### src/hw/rtl/mi4_pkg.sv
// mi4_pkg: shared types, constants and helpers for the 4x4 matrix inverse core
// no dependencies
`default_nettype none

package mi4_pkg;

    localparam int DATA_W        = 32;
    localparam int ACC_W         = 35;
    localparam int FRAC_BITS_DEF = 16;
    localparam int THRESH_W      = 16;
    localparam logic [THRESH_W-1:0] THRESH_RESET = 16'd7;

    typedef logic signed [DATA_W-1:0] word_t;
    typedef logic signed [ACC_W-1:0]  acc_t;
    typedef logic [3:0]               step_t;

    // product steps of one 3x3 minor, then the determinant term
    localparam step_t T_EK  = 4'd0;
    localparam step_t T_FH  = 4'd1;
    localparam step_t T_DK  = 4'd2;
    localparam step_t T_FG  = 4'd3;
    localparam step_t T_DH  = 4'd4;
    localparam step_t T_EG  = 4'd5;
    localparam step_t T_AP  = 4'd6;
    localparam step_t T_BQ  = 4'd7;
    localparam step_t T_CS  = 4'd8;
    localparam step_t T_DET = 4'd9;

    localparam acc_t WORD_MAX = acc_t'($signed(32'h7FFF_FFFF));
    localparam acc_t WORD_MIN = acc_t'($signed(32'h8000_0000));

    function automatic word_t sat_word(input acc_t v);
        word_t r;
        if (v > WORD_MAX)
        begin
            r = WORD_MAX[DATA_W-1:0];
        end
        else if (v < WORD_MIN)
        begin
            r = WORD_MIN[DATA_W-1:0];
        end
        else
        begin
            r = v[DATA_W-1:0];
        end
        return r;
    endfunction

    // reduced (row, col) of operand a in the 3x3 minor, packed {r, c}
    function automatic logic [3:0] op_a_pos(input step_t t);
        logic [3:0] p;
        case (t)
            T_EK:    p = {2'd1, 2'd1};
            T_FH:    p = {2'd1, 2'd2};
            T_DK:    p = {2'd1, 2'd0};
            T_FG:    p = {2'd1, 2'd2};
            T_DH:    p = {2'd1, 2'd0};
            T_EG:    p = {2'd1, 2'd1};
            T_AP:    p = {2'd0, 2'd0};
            T_BQ:    p = {2'd0, 2'd1};
            T_CS:    p = {2'd0, 2'd2};
            default: p = 4'd0;
        endcase
        return p;
    endfunction

    // reduced (row, col) of operand b when it is a stored element
    function automatic logic [3:0] op_b_pos(input step_t t);
        logic [3:0] p;
        case (t)
            T_EK:    p = {2'd2, 2'd2};
            T_FH:    p = {2'd2, 2'd1};
            T_DK:    p = {2'd2, 2'd2};
            T_FG:    p = {2'd2, 2'd0};
            T_DH:    p = {2'd2, 2'd1};
            T_EG:    p = {2'd2, 2'd0};
            default: p = 4'd0;
        endcase
        return p;
    endfunction

    // reduced index to full index, skipping the removed row or column
    function automatic logic [1:0] map_idx(input logic [1:0] idx, input logic [1:0] skip);
        logic [1:0] r;
        r = (idx >= skip) ? idx + 2'd1 : idx;
        return r;
    endfunction

endpackage

`default_nettype wire

### src/hw/rtl/mi4_if.sv
// mi4_if: valid/ready channel interfaces for input, result and config items
// depends on mi4_pkg
`default_nettype none

interface mi4_in_if;
    logic                  valid;
    logic                  ready;
    logic [1:0]            row;
    logic [1:0]            col;
    mi4_pkg::word_t        element;
    logic                  last;
    modport source (output valid, row, col, element, last, input ready);
    modport sink   (input valid, row, col, element, last, output ready);
endinterface

interface mi4_out_if;
    logic                  valid;
    logic                  ready;
    logic [1:0]            out_row;
    logic [1:0]            out_col;
    mi4_pkg::word_t        result;
    logic                  singular;
    logic                  final_res;
    modport source (output valid, out_row, out_col, result, singular, final_res, input ready);
    modport sink   (input valid, out_row, out_col, result, singular, final_res, output ready);
endinterface

interface mi4_cfg_if;
    logic                            valid;
    logic                            ready;
    logic [mi4_pkg::THRESH_W-1:0]    data;
    modport source (output valid, data, input ready);
    modport sink   (input valid, data, output ready);
endinterface

`default_nettype wire

### src/hw/rtl/mi4_mul.sv
// mi4_mul: shared fixed-point multiplier, registered product, floor shift and saturation
// depends on mi4_pkg
`default_nettype none

module mi4_mul #(
    parameter int FRAC_BITS = mi4_pkg::FRAC_BITS_DEF
) (
    input  wire logic           clk,
    input  wire logic           en,
    input  wire mi4_pkg::word_t a,
    input  wire mi4_pkg::word_t b,
    output mi4_pkg::word_t      q
);
    import mi4_pkg::*;

    localparam int PROD_W = 2 * DATA_W;
    localparam logic signed [PROD_W-1:0] P_MAX = PROD_W'($signed(32'h7FFF_FFFF));
    localparam logic signed [PROD_W-1:0] P_MIN = PROD_W'($signed(32'h8000_0000));

    logic signed [PROD_W-1:0] prod_reg;
    logic signed [PROD_W-1:0] shifted;

    always_ff @(posedge clk)
    begin
        if (en)
        begin
            prod_reg <= PROD_W'(a) * PROD_W'(b);
        end
    end

    always_comb
    begin
        shifted = prod_reg >>> FRAC_BITS;
        if (shifted > P_MAX)
        begin
            q = P_MAX[DATA_W-1:0];
        end
        else if (shifted < P_MIN)
        begin
            q = P_MIN[DATA_W-1:0];
        end
        else
        begin
            q = shifted[DATA_W-1:0];
        end
    end

endmodule

`default_nettype wire

### src/hw/rtl/mi4_div.sv
// mi4_div: radix-2 restoring divider, (num * 2^frac) / den truncated, saturated
// depends on mi4_pkg
`default_nettype none

module mi4_div #(
    parameter int FRAC_BITS = mi4_pkg::FRAC_BITS_DEF
) (
    input  wire logic           clk,
    input  wire logic           rst_n,
    input  wire logic           start,
    input  wire mi4_pkg::word_t num,
    input  wire mi4_pkg::word_t den,
    output logic                done,
    output mi4_pkg::word_t      q
);
    import mi4_pkg::*;

    localparam int NUM_W = DATA_W + FRAC_BITS;
    localparam int CNT_W = $clog2(NUM_W + 1);
    localparam logic [NUM_W-1:0] Q_POS_MAX = NUM_W'(32'h7FFF_FFFF);
    localparam logic [NUM_W-1:0] Q_NEG_MAX = NUM_W'(33'h0_8000_0000);

    logic                      busy_reg;
    logic                      done_reg;
    logic [CNT_W-1:0]          cnt_reg;
    logic [NUM_W-1:0]          work_reg;
    logic [DATA_W-1:0]         rem_reg;
    logic [DATA_W-1:0]         dmag_reg;
    logic                      neg_reg;

    logic signed [NUM_W-1:0]   num_ext;
    logic [NUM_W-1:0]          nmag;
    logic [DATA_W:0]           rem_sh;
    logic                      ge;
    logic [DATA_W:0]           rem_sub;

    always_comb
    begin
        num_ext = NUM_W'(num) <<< FRAC_BITS;
        nmag    = num_ext[NUM_W-1] ? NUM_W'(-num_ext) : NUM_W'(num_ext);
        rem_sh  = {rem_reg, work_reg[NUM_W-1]};
        ge      = rem_sh >= {1'b0, dmag_reg};
        rem_sub = rem_sh - {1'b0, dmag_reg};
    end

    always_ff @(posedge clk or negedge rst_n)
    begin
        if (!rst_n)
        begin
            busy_reg <= 1'b0;
            done_reg <= 1'b0;
            cnt_reg  <= '0;
        end
        else
        begin
            done_reg <= 1'b0;
            if (start)
            begin
                busy_reg <= 1'b1;
                cnt_reg  <= CNT_W'(NUM_W);
            end
            else if (busy_reg)
            begin
                cnt_reg <= cnt_reg - CNT_W'(1);
                if (cnt_reg == CNT_W'(1))
                begin
                    busy_reg <= 1'b0;
                    done_reg <= 1'b1;
                end
            end
        end
    end

    always_ff @(posedge clk)
    begin
        if (start)
        begin
            work_reg <= nmag;
            rem_reg  <= '0;
            dmag_reg <= den[DATA_W-1] ? DATA_W'(-den) : DATA_W'(den);
            neg_reg  <= num[DATA_W-1] ^ den[DATA_W-1];
        end
        else if (busy_reg)
        begin
            work_reg <= {work_reg[NUM_W-2:0], ge};
            rem_reg  <= ge ? rem_sub[DATA_W-1:0] : rem_sh[DATA_W-1:0];
        end
    end

    always_comb
    begin
        done = done_reg;
        if (!neg_reg)
        begin
            q = (work_reg > Q_POS_MAX) ? WORD_MAX[DATA_W-1:0] : work_reg[DATA_W-1:0];
        end
        else
        begin
            q = (work_reg > Q_NEG_MAX) ? WORD_MIN[DATA_W-1:0]
                                       : DATA_W'(~work_reg[DATA_W-1:0] + DATA_W'(1));
        end
    end

endmodule

`default_nettype wire

### src/hw/rtl/matrix_inverse_4x4_core.sv
// matrix_inverse_4x4_core: 4x4 fixed-point inverse by cofactors, shared multiplier and divider
// depends on mi4_pkg, mi4_if, mi4_mul, mi4_div
// an item without last is stored; ready stays high in idle, one matrix at a time
// an item with last starts the inverse: 40 det products, then 9 products and a divide per element;
// each product passes S_OPA, S_OPB, S_MUL and S_ACC; a singular matrix skips the element products and divides
// rst_n is asynchronous, active low; it resets control and the threshold (7), not the store
`default_nettype none

module matrix_inverse_4x4_core #(
    parameter int FRAC_BITS = mi4_pkg::FRAC_BITS_DEF
) (
    input  wire logic clk,
    input  wire logic rst_n,
    mi4_in_if.sink    in_ch,
    mi4_out_if.source out_ch,
    mi4_cfg_if.sink   cfg_ch
);
    import mi4_pkg::*;

    // one-hot sequencer states
    typedef enum logic [8:0] {
        S_IDLE      = 9'b000000001,
        S_OPA       = 9'b000000010,
        S_OPB       = 9'b000000100,
        S_MUL       = 9'b000001000,
        S_ACC       = 9'b000010000,
        S_CHECK     = 9'b000100000,
        S_DIV_START = 9'b001000000,
        S_DIV_WAIT  = 9'b010000000,
        S_OUT       = 9'b100000000
    } state_t;

    state_t                 state_reg, state_next;
    logic [THRESH_W-1:0]    thresh_reg;
    logic                   det_mode_reg, det_mode_next;
    logic [3:0]             k_reg, k_next;
    step_t                  t_reg, t_next;
    logic                   sing_reg, sing_next;

    // payload registers
    word_t                  store [16];
    word_t                  rd_reg;
    word_t                  opa_reg, opa_next;
    acc_t                   acc_reg, acc_next;
    acc_t                   dacc_reg, dacc_next;
    word_t                  p_reg, p_next;
    word_t                  q_reg, q_next;
    word_t                  s_reg, s_next;
    word_t                  minor_reg, minor_next;
    word_t                  det_reg, det_next;
    word_t                  result_reg, result_next;

    logic [1:0]             skip_r, skip_c;
    logic [3:0]             pos_a, pos_b;
    logic [3:0]             addr_a, addr_b, rd_addr;
    word_t                  opb_sel;
    word_t                  mul_q;
    word_t                  minor_sum;
    acc_t                   dacc_sum;
    logic [DATA_W:0]        det_mag;
    logic                   div_start;
    logic                   div_done;
    word_t                  div_q;

    assign in_ch.ready  = (state_reg == S_IDLE);
    assign cfg_ch.ready = 1'b1;

    assign out_ch.valid     = (state_reg == S_OUT);
    assign out_ch.out_row   = k_reg[3:2];
    assign out_ch.out_col   = k_reg[1:0];
    assign out_ch.result    = result_reg;
    assign out_ch.singular  = sing_reg;
    assign out_ch.final_res = (k_reg == 4'd15);

    // minor selection: row 0 expansion for det, transposed minor for adjugate
    // operand a is read in S_OPA, operand b in S_OPB; read data is registered in rd_reg
    always_comb
    begin
        skip_r  = det_mode_reg ? 2'd0 : k_reg[1:0];
        skip_c  = det_mode_reg ? k_reg[1:0] : k_reg[3:2];
        pos_a   = op_a_pos(t_reg);
        pos_b   = op_b_pos(t_reg);
        addr_a  = (t_reg == T_DET) ? {2'd0, k_reg[1:0]}
                                   : {map_idx(pos_a[3:2], skip_r), map_idx(pos_a[1:0], skip_c)};
        addr_b  = {map_idx(pos_b[3:2], skip_r), map_idx(pos_b[1:0], skip_c)};
        rd_addr = (state_reg == S_OPA) ? addr_a : addr_b;
        // operand b: an intermediate term or the element read in S_OPB
        unique case (t_reg)
            T_AP:    opb_sel = p_reg;
            T_BQ:    opb_sel = q_reg;
            T_CS:    opb_sel = s_reg;
            T_DET:   opb_sel = minor_reg;
            default: opb_sel = rd_reg;
        endcase
    end

    mi4_mul #(
        .FRAC_BITS (FRAC_BITS)
    ) u_mul (
        .clk (clk),
        .en  (state_reg == S_MUL),
        .a   (opa_reg),
        .b   (opb_sel),
        .q   (mul_q)
    );

    mi4_div #(
        .FRAC_BITS (FRAC_BITS)
    ) u_div (
        .clk   (clk),
        .rst_n (rst_n),
        .start (div_start),
        .num   (minor_reg),
        .den   (det_reg),
        .done  (div_done),
        .q     (div_q)
    );

    always_comb
    begin
        state_next    = state_reg;
        det_mode_next = det_mode_reg;
        k_next        = k_reg;
        t_next        = t_reg;
        sing_next     = sing_reg;
        opa_next      = opa_reg;
        acc_next      = acc_reg;
        dacc_next     = dacc_reg;
        p_next        = p_reg;
        q_next        = q_reg;
        s_next        = s_reg;
        minor_next    = minor_reg;
        det_next      = det_reg;
        result_next   = result_reg;
        div_start     = 1'b0;
        minor_sum     = sat_word(acc_reg + acc_t'(mul_q));
        dacc_sum      = k_reg[0] ? dacc_reg - acc_t'(mul_q) : dacc_reg + acc_t'(mul_q);
        det_mag       = det_reg[DATA_W-1] ? (DATA_W+1)'(-acc_t'(det_reg))
                                          : (DATA_W+1)'(det_reg);

        unique case (state_reg)
            S_IDLE:
            begin
                // last item starts the determinant pass
                if (in_ch.valid && in_ch.last)
                begin
                    det_mode_next = 1'b1;
                    k_next        = 4'd0;
                    t_next        = T_EK;
                    dacc_next     = '0;
                    state_next    = S_OPA;
                end
            end
            S_OPA:
            begin
                state_next = S_OPB;
            end
            S_OPB:
            begin
                opa_next   = rd_reg;
                state_next = S_MUL;
            end
            S_MUL:
            begin
                state_next = S_ACC;
            end
            S_ACC:
            begin
                t_next     = t_reg + step_t'(1);
                state_next = S_OPA;
                unique case (t_reg)
                    T_FH: p_next   = sat_word(acc_reg - acc_t'(mul_q));
                    T_FG: q_next   = sat_word(acc_reg - acc_t'(mul_q));
                    T_EG: s_next   = sat_word(acc_reg - acc_t'(mul_q));
                    T_BQ: acc_next = acc_reg - acc_t'(mul_q);
                    T_CS:
                    begin
                        if (det_mode_reg)
                        begin
                            minor_next = minor_sum;
                        end
                        else
                        begin
                            // odd row plus column gets the cofactor sign
                            minor_next = (k_reg[2] ^ k_reg[0]) ? sat_word(-acc_t'(minor_sum))
                                                               : minor_sum;
                            state_next = S_DIV_START;
                        end
                    end
                    T_DET:
                    begin
                        dacc_next = dacc_sum;
                        t_next    = T_EK;
                        if (k_reg[1:0] == 2'd3)
                        begin
                            det_next   = sat_word(dacc_sum);
                            state_next = S_CHECK;
                        end
                        else
                        begin
                            k_next = k_reg + 4'd1;
                        end
                    end
                    default: acc_next = acc_t'(mul_q);
                endcase
            end
            S_CHECK:
            begin
                sing_next     = (det_reg == '0) || (det_mag < (DATA_W+1)'(thresh_reg));
                det_mode_next = 1'b0;
                k_next        = 4'd0;
                t_next        = T_EK;
                result_next   = '0;
                state_next    = ((det_reg == '0) || (det_mag < (DATA_W+1)'(thresh_reg)))
                                ? S_OUT : S_OPA;
            end
            S_DIV_START:
            begin
                div_start  = 1'b1;
                state_next = S_DIV_WAIT;
            end
            S_DIV_WAIT:
            begin
                if (div_done)
                begin
                    result_next = div_q;
                    state_next  = S_OUT;
                end
            end
            S_OUT:
            begin
                if (out_ch.ready)
                begin
                    if (k_reg == 4'd15)
                    begin
                        state_next = S_IDLE;
                    end
                    else
                    begin
                        k_next     = k_reg + 4'd1;
                        t_next     = T_EK;
                        state_next = sing_reg ? S_OUT : S_OPA;
                    end
                end
            end
            default:
            begin
                state_next = S_IDLE;
            end
        endcase
    end

    // control state
    always_ff @(posedge clk or negedge rst_n)
    begin
        if (!rst_n)
        begin
            state_reg    <= S_IDLE;
            thresh_reg   <= THRESH_RESET;
            det_mode_reg <= 1'b0;
            k_reg        <= 4'd0;
            t_reg        <= T_EK;
            sing_reg     <= 1'b0;
        end
        else
        begin
            state_reg    <= state_next;
            det_mode_reg <= det_mode_next;
            k_reg        <= k_next;
            t_reg        <= t_next;
            sing_reg     <= sing_next;
            if (cfg_ch.valid)
            begin
                thresh_reg <= cfg_ch.data;
            end
        end
    end

    // matrix store and datapath registers
    always_ff @(posedge clk)
    begin
        if (in_ch.valid && in_ch.ready)
        begin
            store[{in_ch.row, in_ch.col}] <= in_ch.element;
        end
        rd_reg     <= store[rd_addr];
        opa_reg    <= opa_next;
        acc_reg    <= acc_next;
        dacc_reg   <= dacc_next;
        p_reg      <= p_next;
        q_reg      <= q_next;
        s_reg      <= s_next;
        minor_reg  <= minor_next;
        det_reg    <= det_next;
        result_reg <= result_next;
    end

    // no item is taken while results are pending
    a_ready_excl: assert property (@(posedge clk) disable iff (!rst_n)
        in_ch.ready |-> !out_ch.valid)
        else $error("input ready while result pending");

    // a singular run only ever shows zero results
    a_sing_zero: assert property (@(posedge clk) disable iff (!rst_n)
        (out_ch.valid && out_ch.singular) |-> (out_ch.result == '0))
        else $error("nonzero result on singular run");

    // divider completes only when the sequencer waits on it
    a_div_done: assert property (@(posedge clk) disable iff (!rst_n)
        div_done |-> (state_reg == S_DIV_WAIT))
        else $error("divider done outside wait state");

    // final flag drops back to idle after its handshake
    a_final_idle: assert property (@(posedge clk) disable iff (!rst_n)
        (out_ch.valid && out_ch.ready && out_ch.final_res) |=> in_ch.ready)
        else $error("not idle after final result");

endmodule

`default_nettype wire

### src/flat_wrapper.sv
// flat-port wrapper written by rule: the top's interface ports become plain ports
module matrix_inverse_4x4_core_flat import mi4_pkg::*;
#(
    parameter int FRAC_BITS = mi4_pkg::FRAC_BITS_DEF
)
  (clk, rst_n, in_ch_valid, in_ch_row, in_ch_col, in_ch_element, in_ch_last, in_ch_ready, out_ch_valid, out_ch_out_row, out_ch_out_col, out_ch_result, out_ch_singular, out_ch_final_res, out_ch_ready, cfg_ch_valid, cfg_ch_data, cfg_ch_ready);
  mi4_in_if in_ch_i ();
  mi4_out_if out_ch_i ();
  mi4_cfg_if cfg_ch_i ();
  input  wire logic clk;
  input  wire logic rst_n;
  input wire logic [$bits(in_ch_i.valid)-1:0] in_ch_valid;
  input wire logic [$bits(in_ch_i.row)-1:0] in_ch_row;
  input wire logic [$bits(in_ch_i.col)-1:0] in_ch_col;
  input wire logic [$bits(in_ch_i.element)-1:0] in_ch_element;
  input wire logic [$bits(in_ch_i.last)-1:0] in_ch_last;
  output wire logic [$bits(in_ch_i.ready)-1:0] in_ch_ready;
  output wire logic [$bits(out_ch_i.valid)-1:0] out_ch_valid;
  output wire logic [$bits(out_ch_i.out_row)-1:0] out_ch_out_row;
  output wire logic [$bits(out_ch_i.out_col)-1:0] out_ch_out_col;
  output wire logic [$bits(out_ch_i.result)-1:0] out_ch_result;
  output wire logic [$bits(out_ch_i.singular)-1:0] out_ch_singular;
  output wire logic [$bits(out_ch_i.final_res)-1:0] out_ch_final_res;
  input wire logic [$bits(out_ch_i.ready)-1:0] out_ch_ready;
  input wire logic [$bits(cfg_ch_i.valid)-1:0] cfg_ch_valid;
  input wire logic [$bits(cfg_ch_i.data)-1:0] cfg_ch_data;
  output wire logic [$bits(cfg_ch_i.ready)-1:0] cfg_ch_ready;
  assign in_ch_i.valid = in_ch_valid;
  assign in_ch_i.row = in_ch_row;
  assign in_ch_i.col = in_ch_col;
  assign in_ch_i.element = in_ch_element;
  assign in_ch_i.last = in_ch_last;
  assign in_ch_ready = in_ch_i.ready;
  assign out_ch_valid = out_ch_i.valid;
  assign out_ch_out_row = out_ch_i.out_row;
  assign out_ch_out_col = out_ch_i.out_col;
  assign out_ch_result = out_ch_i.result;
  assign out_ch_singular = out_ch_i.singular;
  assign out_ch_final_res = out_ch_i.final_res;
  assign out_ch_i.ready = out_ch_ready;
  assign cfg_ch_i.valid = cfg_ch_valid;
  assign cfg_ch_i.data = cfg_ch_data;
  assign cfg_ch_ready = cfg_ch_i.ready;
  matrix_inverse_4x4_core #(.FRAC_BITS(FRAC_BITS)) u_core (.clk(clk), .rst_n(rst_n), .in_ch(in_ch_i), .out_ch(out_ch_i), .cfg_ch(cfg_ch_i));
endmodule
### config.mk
export PLATFORM = sky130hd
export DESIGN_NAME = matrix_inverse_4x4_core_flat
export DESIGN_NICKNAME = d
export VERILOG_FILES = /design/src/hw/rtl/mi4_pkg.sv /design/src/hw/rtl/mi4_if.sv /design/src/hw/rtl/mi4_mul.sv /design/src/hw/rtl/mi4_div.sv /design/src/hw/rtl/matrix_inverse_4x4_core.sv /design/src/flat_wrapper.sv
export SDC_FILE = /design/constraint.sdc
export NUM_CORES = 2
export LEC_CHECK = 0
export BUFFER_PORTS_ARGS = -buffer_cell sky130_fd_sc_hd__buf_2
export CAP_MARGIN = 20
export CORE_MARGIN = 3
export CORE_UTILIZATION = 35
export DETAILED_ROUTE_END_ITERATION = 12
export PLACE_DENSITY = 0.54
export SLEW_MARGIN = 20
export SYNTH_ARGS = -nofsm -noshare
export SYNTH_HDL_FRONTEND = slang
export SYNTH_SLANG_ARGS = --single-unit
### constraint.sdc
create_clock -name clk -period 29.6 [get_ports clk]
set_clock_uncertainty 0.05 [all_clocks]
set_input_delay 8.88 -clock clk [delete_from_list [all_inputs] [get_ports clk]]
set_output_delay 8.88 -clock clk [all_outputs]
set_load 0.01 [all_outputs]
Yosys cells after proc, flatten, opt, wreduce, memory -nomap -nowiden
Memory sizes are Yosys's and may differ from the RTL's. A register that Yosys moved wholly into a read port is not among the register bits.
Index checks and enable logic that the tools add are counted.
{"block": "word_totals", "reg_bits": 514, "ram_bits": 512, "rom_bits": 48, "in_bits": 58, "output_inout_bits": 41, "elab_cells": 189, "memories": 2}
{"block": "classes", "addsub": 17, "mul": 1, "magnitude_cmp": 18, "n_eq_ne": 27, "n_mux": 70, "bitwise": 4, "n_reduce_logical": 26}
{"memory": "u_core.store", "depth": 16, "word_bits": 32, "rd": 1, "rd_clocked_by_memory_dff": 1, "wr": 1, "line_no": "matrix_inverse_4x4_core.sv:41", "text": "word_t store [16];"}
{"memory": "(name not given)", "depth": 16, "word_bits": 3, "rd": 1, "rd_clocked_by_memory_dff": 0, "wr": 0, "line_no": "mi4_pkg.sv:52", "text": "case (t)"}
{"op": "2-to-1 mux 32 bit", "n": 16}
{"op": "2-to-1 mux 48 bit", "n": 3}
{"op": "greater-than comparator 35 x 32 -> 1 bit (second input constant)", "n": 4}
{"op": "less-than comparator 35 x 32 -> 1 bit (second input constant)", "n": 4}
{"op": "case mux 35 bit (2 select lines)", "n": 2}
{"op": "case mux 32 bit (4 select lines)", "n": 1}
{"op": "2-to-1 mux 35 bit", "n": 3}
{"op": "greater-than comparator 48 x 32 -> 1 bit (second input constant)", "n": 2}
{"op": "case mux 9 bit (9 select lines)", "n": 1}
{"op": "adder 35 x 32 -> 35 bit", "n": 2}
{"op": "subtractor 35 x 32 -> 35 bit", "n": 2}
{"op": "multiplier 32 x 32 -> 64 bit", "n": 1}
{"op": "case mux 32 bit (2 select lines)", "n": 1}
{"op": "2-to-1 mux 9 bit", "n": 6}
{"op": "greater-than comparator 48 x 31 -> 1 bit (second input constant)", "n": 1}
{"op": "less-than comparator 48 x 32 -> 1 bit (second input constant)", "n": 1}
{"op": "negator 48 bit", "n": 1}
{"op": "2-to-1 mux 4 bit", "n": 10}
{"op": "negator 32 -> 35 bit", "n": 1}
{"op": ">= comparator 33 x 32 -> 1 bit", "n": 1}
{"op": "less-than comparator 33 x 16 -> 1 bit", "n": 1}
{"op": "2-to-1 mux 33 bit", "n": 1}
{"op": "negator 32 -> 33 bit", "n": 1}
{"op": "adder 32 x 1 -> 32 bit (second input constant)", "n": 1}
{"op": "other kinds (47)", "n": 96}

Depth between registers and ports, before layout
{"block": "logic_depth", "word_depth": 13, "depth_mapped": 40, "depth_no_buf": 37}

Hierarchy
A second synthesis with hierarchy kept.
{"block": "unflattened", "hier_cells": 8253, "hier_area_um2": 89119.2}
{"mod": "matrix_inverse_4x4_core", "n_inst": 1, "cells_per_inst": 3242, "area_per_inst_um2": 42355.6, "seq_area_each_um2": 25724.7}
{"mod": "mi4_mul", "n_inst": 1, "cells_per_inst": 4006, "area_per_inst_um2": 38012.7, "seq_area_each_um2": 1441.4}
{"mod": "mi4_div", "n_inst": 1, "cells_per_inst": 1005, "area_per_inst_um2": 8750.9, "seq_area_each_um2": 3273.1}

Worst setup path after synthesis
Ideal clock, no wire load.
{"block": "synth_timing", "path_kind": "input port to flip-flop", "startpoint": "input port in_ch_row[1]", "endpoint": "memory u_core.store[0][0] (netlist bit), enable pin", "setup_ns": 0.461, "t_arrival_ns": 11.457, "required_time_ns": 29.089, "slack_ns": 17.632, "cell_stages": 3, "path_buffers": 0, "cell_sequence": "nor3b_1 > nand2_1 > nor3_1"}
{"item": "from (decl)", "line_no": "flat_wrapper.sv:13", "text": "input wire logic [$bits(in_ch_i.row)-1:0] in_ch_row;"}
{"item": "to (decl)", "line_no": "matrix_inverse_4x4_core.sv:41"}
No word-level cell before the write port.

Final worst setup path
{"block": "layout_timing", "startpoint": "register u_core.t_reg[0]", "endpoint": "register u_core.u_mul.prod_reg[63], data pin"}
{"block": "layout_between", "elab_chain_cells": 3, "elab_cells_between_ends": 6, "classes_between": "mul (1); eq/ne (4); mux (1)"}
{"item": "from (decl)", "line_no": "matrix_inverse_4x4_core.sv:37", "text": "step_t t_reg, t_next;"}
{"item": "from (signal assigned)", "line_no": "matrix_inverse_4x4_core.sv:270", "text": "t_reg <= t_next;"}
{"item": "== test 4 bit / == test 4 x 3 -> 1 bit (equally long branches)", "line_no": "matrix_inverse_4x4_core.sv:88", "text": "unique case (t_reg)"}
{"item": "case mux 32 bit (4 select lines) (*)", "line_no": "matrix_inverse_4x4_core.sv:88"}
{"item": "multiplier 32 x 32 -> 64 bit (*)", "line_no": "mi4_mul.sv:27", "text": "prod_reg <= PROD_W'(a) * PROD_W'(b);"}
{"item": "to (signal assigned)", "line_no": "mi4_mul.sv:27"}
{"item": "to (decl)", "line_no": "mi4_mul.sv:20", "text": "logic signed [PROD_W-1:0] prod_reg;"}
Mark *: on every way between the ends. The rest lies on a longest branch, timed or not.
A chain may end at the register's enable or synchronous reset.

==> flow_summary.json <==
{
  "fillCellCount": 23800,
  "synth_common_cells": "inv_1 (1362), fa_1 (1085), nand2_1 (990)",
  "largest_reg_flops": 512,
  "synth.area.mux_share_pct": 4.22,
  "wl_per_cell_um": 21.5,
  "synth_top_family_by_area": "adder cells",
  "syn_area_um2": 87000,
  "cts-hold-fix-buffers": 0,
  "syn_nets": 9573,
  "cts_buffer_depth": 3,
  "postCtsSetupRepairBufs": 0,
  "synth-edff-count": 935,
  "finalHoldViolCount": 0,
  "cts_resized": 0,
  "status": "finished, final reports clean",
  "ys_ff_latch": 1042,
  "finalMaxSlewViolations": 0,
  "tns_ns": 0,
  "cts.sinks": 1042,
  "relSlewSlack_pct": 24.7,
  "synthToLayoutAreaGrowth_pct": 9.79,
  "ios": 99,
  "slowest_delay_ns": 0.82,
  "rr_startpoint": "u_core.t_reg[0]",
  "final_area_um2": 95600,
  "viasPerCell": 5.19,
  "grt_pass1_wl_um": 383000,
  "path_clk_slew_ns": 0.07,
  "stdcell_count": 11400,
  "critPathKind": "reg2reg",
  "root_buffer": "clkbuf_16",
  "synthAdderAreaFrac_pct": 29.9,
  "grt_overflow": 0,
  "antenna_found_initial": 35,
  "fin_crit_ns": 12.17,
  "drt_pass1_iterations": 6,
  "cts_made_buffers": 103,
  "post-route-period-util_pct": 41.1,
  "num_vias": 59300,
  "dieArea_um2": 255000,
  "syn_inst": 8085,
  "synth_warnings": 0,
  "crit_arrival_ns": 12.62,
  "synth_compound_area_share_pct": 8.62,
  "io_buffers": 97,
  "die_w_um": 505,
  "yosysTopAreaCellShare_pct": 32.3,
  "path_max_fanout": 34,
  "synthArstFlopShare_pct": 4.13,
  "fmax_mhz": 82.2,
  "crit_path_start": "u_core.t_reg[0]",
  "finalNetCount": 9505,
  "hp-start": "u_core.rd_reg[21]",
  "rsz0062_at_grt": "no",
  "cts_tree": "yes",
  "synthDistinctLibCells": 96,
  "drt_iter0_markers": 4763,
  "cp_common_cell": "fa_1",
  "grt_pass1_vias": 61700,
  "grt_max_degree": 88,
  "min-delay-path-class": "reg2reg",
  "place_area_um2": 91900,
  "avgSynthCellArea_um2": 10.8,
  "synth_seq_area_share_pct": 35.0,
  "clock_latency_ns": 0.75,
  "synthTopCellsByArea": "edfxtp_1 (32%), fa_1 (25%), inv_1 (5.9%)",
  "ys.flop_type": "edfxtp_1",
  "cap_violations": 0,
  "cp-end-kind": "flop",
  "fin_ws_ns": 17.43,
  "yosys.area.top_type": "edfxtp_1",
  "final_layout_size_suffix_gt1_share_pct": 8.04,
  "initial_core_util_pct": 35.3,
  "synth_xor_xnor_area_share_pct": 2.66,
  "yosys.area_share.simple_pct": 11.9,
  "htree_num_levels": 3,
  "worst_slew_pin_slew_ns": 1.10,
  "place.gp.congestion": 0.897,
  "setup-violations-final": 0,
  "crit_required_ns": 30.05,
  "core_area_um2": 247000,
  "num_rows": 182,
  "grt_use_total_pct": 19.5,
  "crit_slowest_cell": "dfrtp_1",
  "start_kind": "flop",
  "wl_um": 246000,
  "dpl.hpwl_um": 180000,
  "drcViolationCount": 0,
  "synth_most_common_cell": "inv_1",
  "ant_nets": 0,
  "place_inst": 11200,
  "fp.dieH_um": 505,
  "pre_cts_ws_ns": 17.51
}
cell type report:
class	count	area (um2)	area share [%]
Multi-Input combinational cell	5270	50600	53.0
Sequential cell	1042	30400	31.9
Inverter	1363	5120	5.35
Tap cell	3312	4140	4.34
Clock buffer	143	2910	3.04
Timing Repair Buffer	237	1550	1.62
Clock inverter	53	733	0.767
Antenna cell	10	25.0	0.0262
worst max-delay path, delay by kind of cell, from the launching register on:
kind	cells	cell delay, ns
fa+ha+maj	9	4.44
compound gates	16	4.35
buf+inv	8	1.63
flops	1	0.82
simple gates	2	0.47
xor+xnor	1	0.12
worst paths after layout:
| check | depth (start not counted) | end | slack (ns) |
|---|---|---|---|
| worst max-delay path | 36 | u_core.u_mul.prod_reg[63] | 17.43 |
| worst min-delay path | 0 | u_core.opa_reg[21] | 0.41 |
| worst max register to register | 36 | u_core.u_mul.prod_reg[63] | 17.43 |
| worst min register to register | 0 | u_core.opa_reg[21] | 0.41 |
| max in group asynchronous | 2 | u_core.u_div.busy_reg | 20.82 |
| min in group asynchronous | 2 | u_core.u_div.cnt_reg[5] | 8.21 |
cell usage in the layout, fill, tap and decap left out, types with 20 or more instances in the layout:
cell type,count
xnor2_1,176
fa_1,1085
buf_4,138
nor3b_1,30
nor4_1,31
o41ai_1,20
xor2_1,88
a211oi_1,101
o31ai_1,32
nand4_1,31
o211ai_1,21
o21a_1,46
a222oi_1,31
a21o_1,72
nand2_1,988
edfxtp_1,935
or3_1,47
and3_1,33
a31oi_1,33
a21oi_1,296
a31oi_4,27
nor2_1,342
nand3_1,56
and2_1,284
o21ai_0,301
nor3_1,98
clkbuf_16,103
mux4_2,128
nand2b_1,81
dfxtp_1,64
dfrtp_1,37
clkbuf_1,22
nor2b_1,67
inv_1,1362
o21bai_1,26
ha_1,345
mux2i_1,72
buf_2,97
routing by layer:
metal	GRT usage (%)	up-vias	share of wire [%]
met5	0	-	0.037
met3	2.89	324	6.0
li1	-	26600	-
met4	4.79	14	2.4
met2	32.0	1634	48
met1	27.1	30800	44
metrics by stage:
stage	hold slack (ns)	util (%)
2_1_floorplan	0.359	-
3_3_place_gp	0.388	37.2
3_5_place_dp	0.397	37.2
4_1_cts	0.410	38.7
5_1_grt	0.420	38.7
6_report	0.409	38.7
cell families (layout without fill, tap and decap cells):
kind of cell,Yosys count,in the layout
AND/OR/NAND/NOR,2199,2199
buffers and inverters,1773,1796
adder cells (fa/ha/maj),1430,1430
AO/OA/AOI/OAI,1170,1170
flip-flops,1042,1042
XOR/XNOR,264,264
multiplexers,206,206
other,1,11
Power is left out: the tool's default activity adds up to more than one toggle a clock period on the data nets, which glitch-free logic cannot reach.
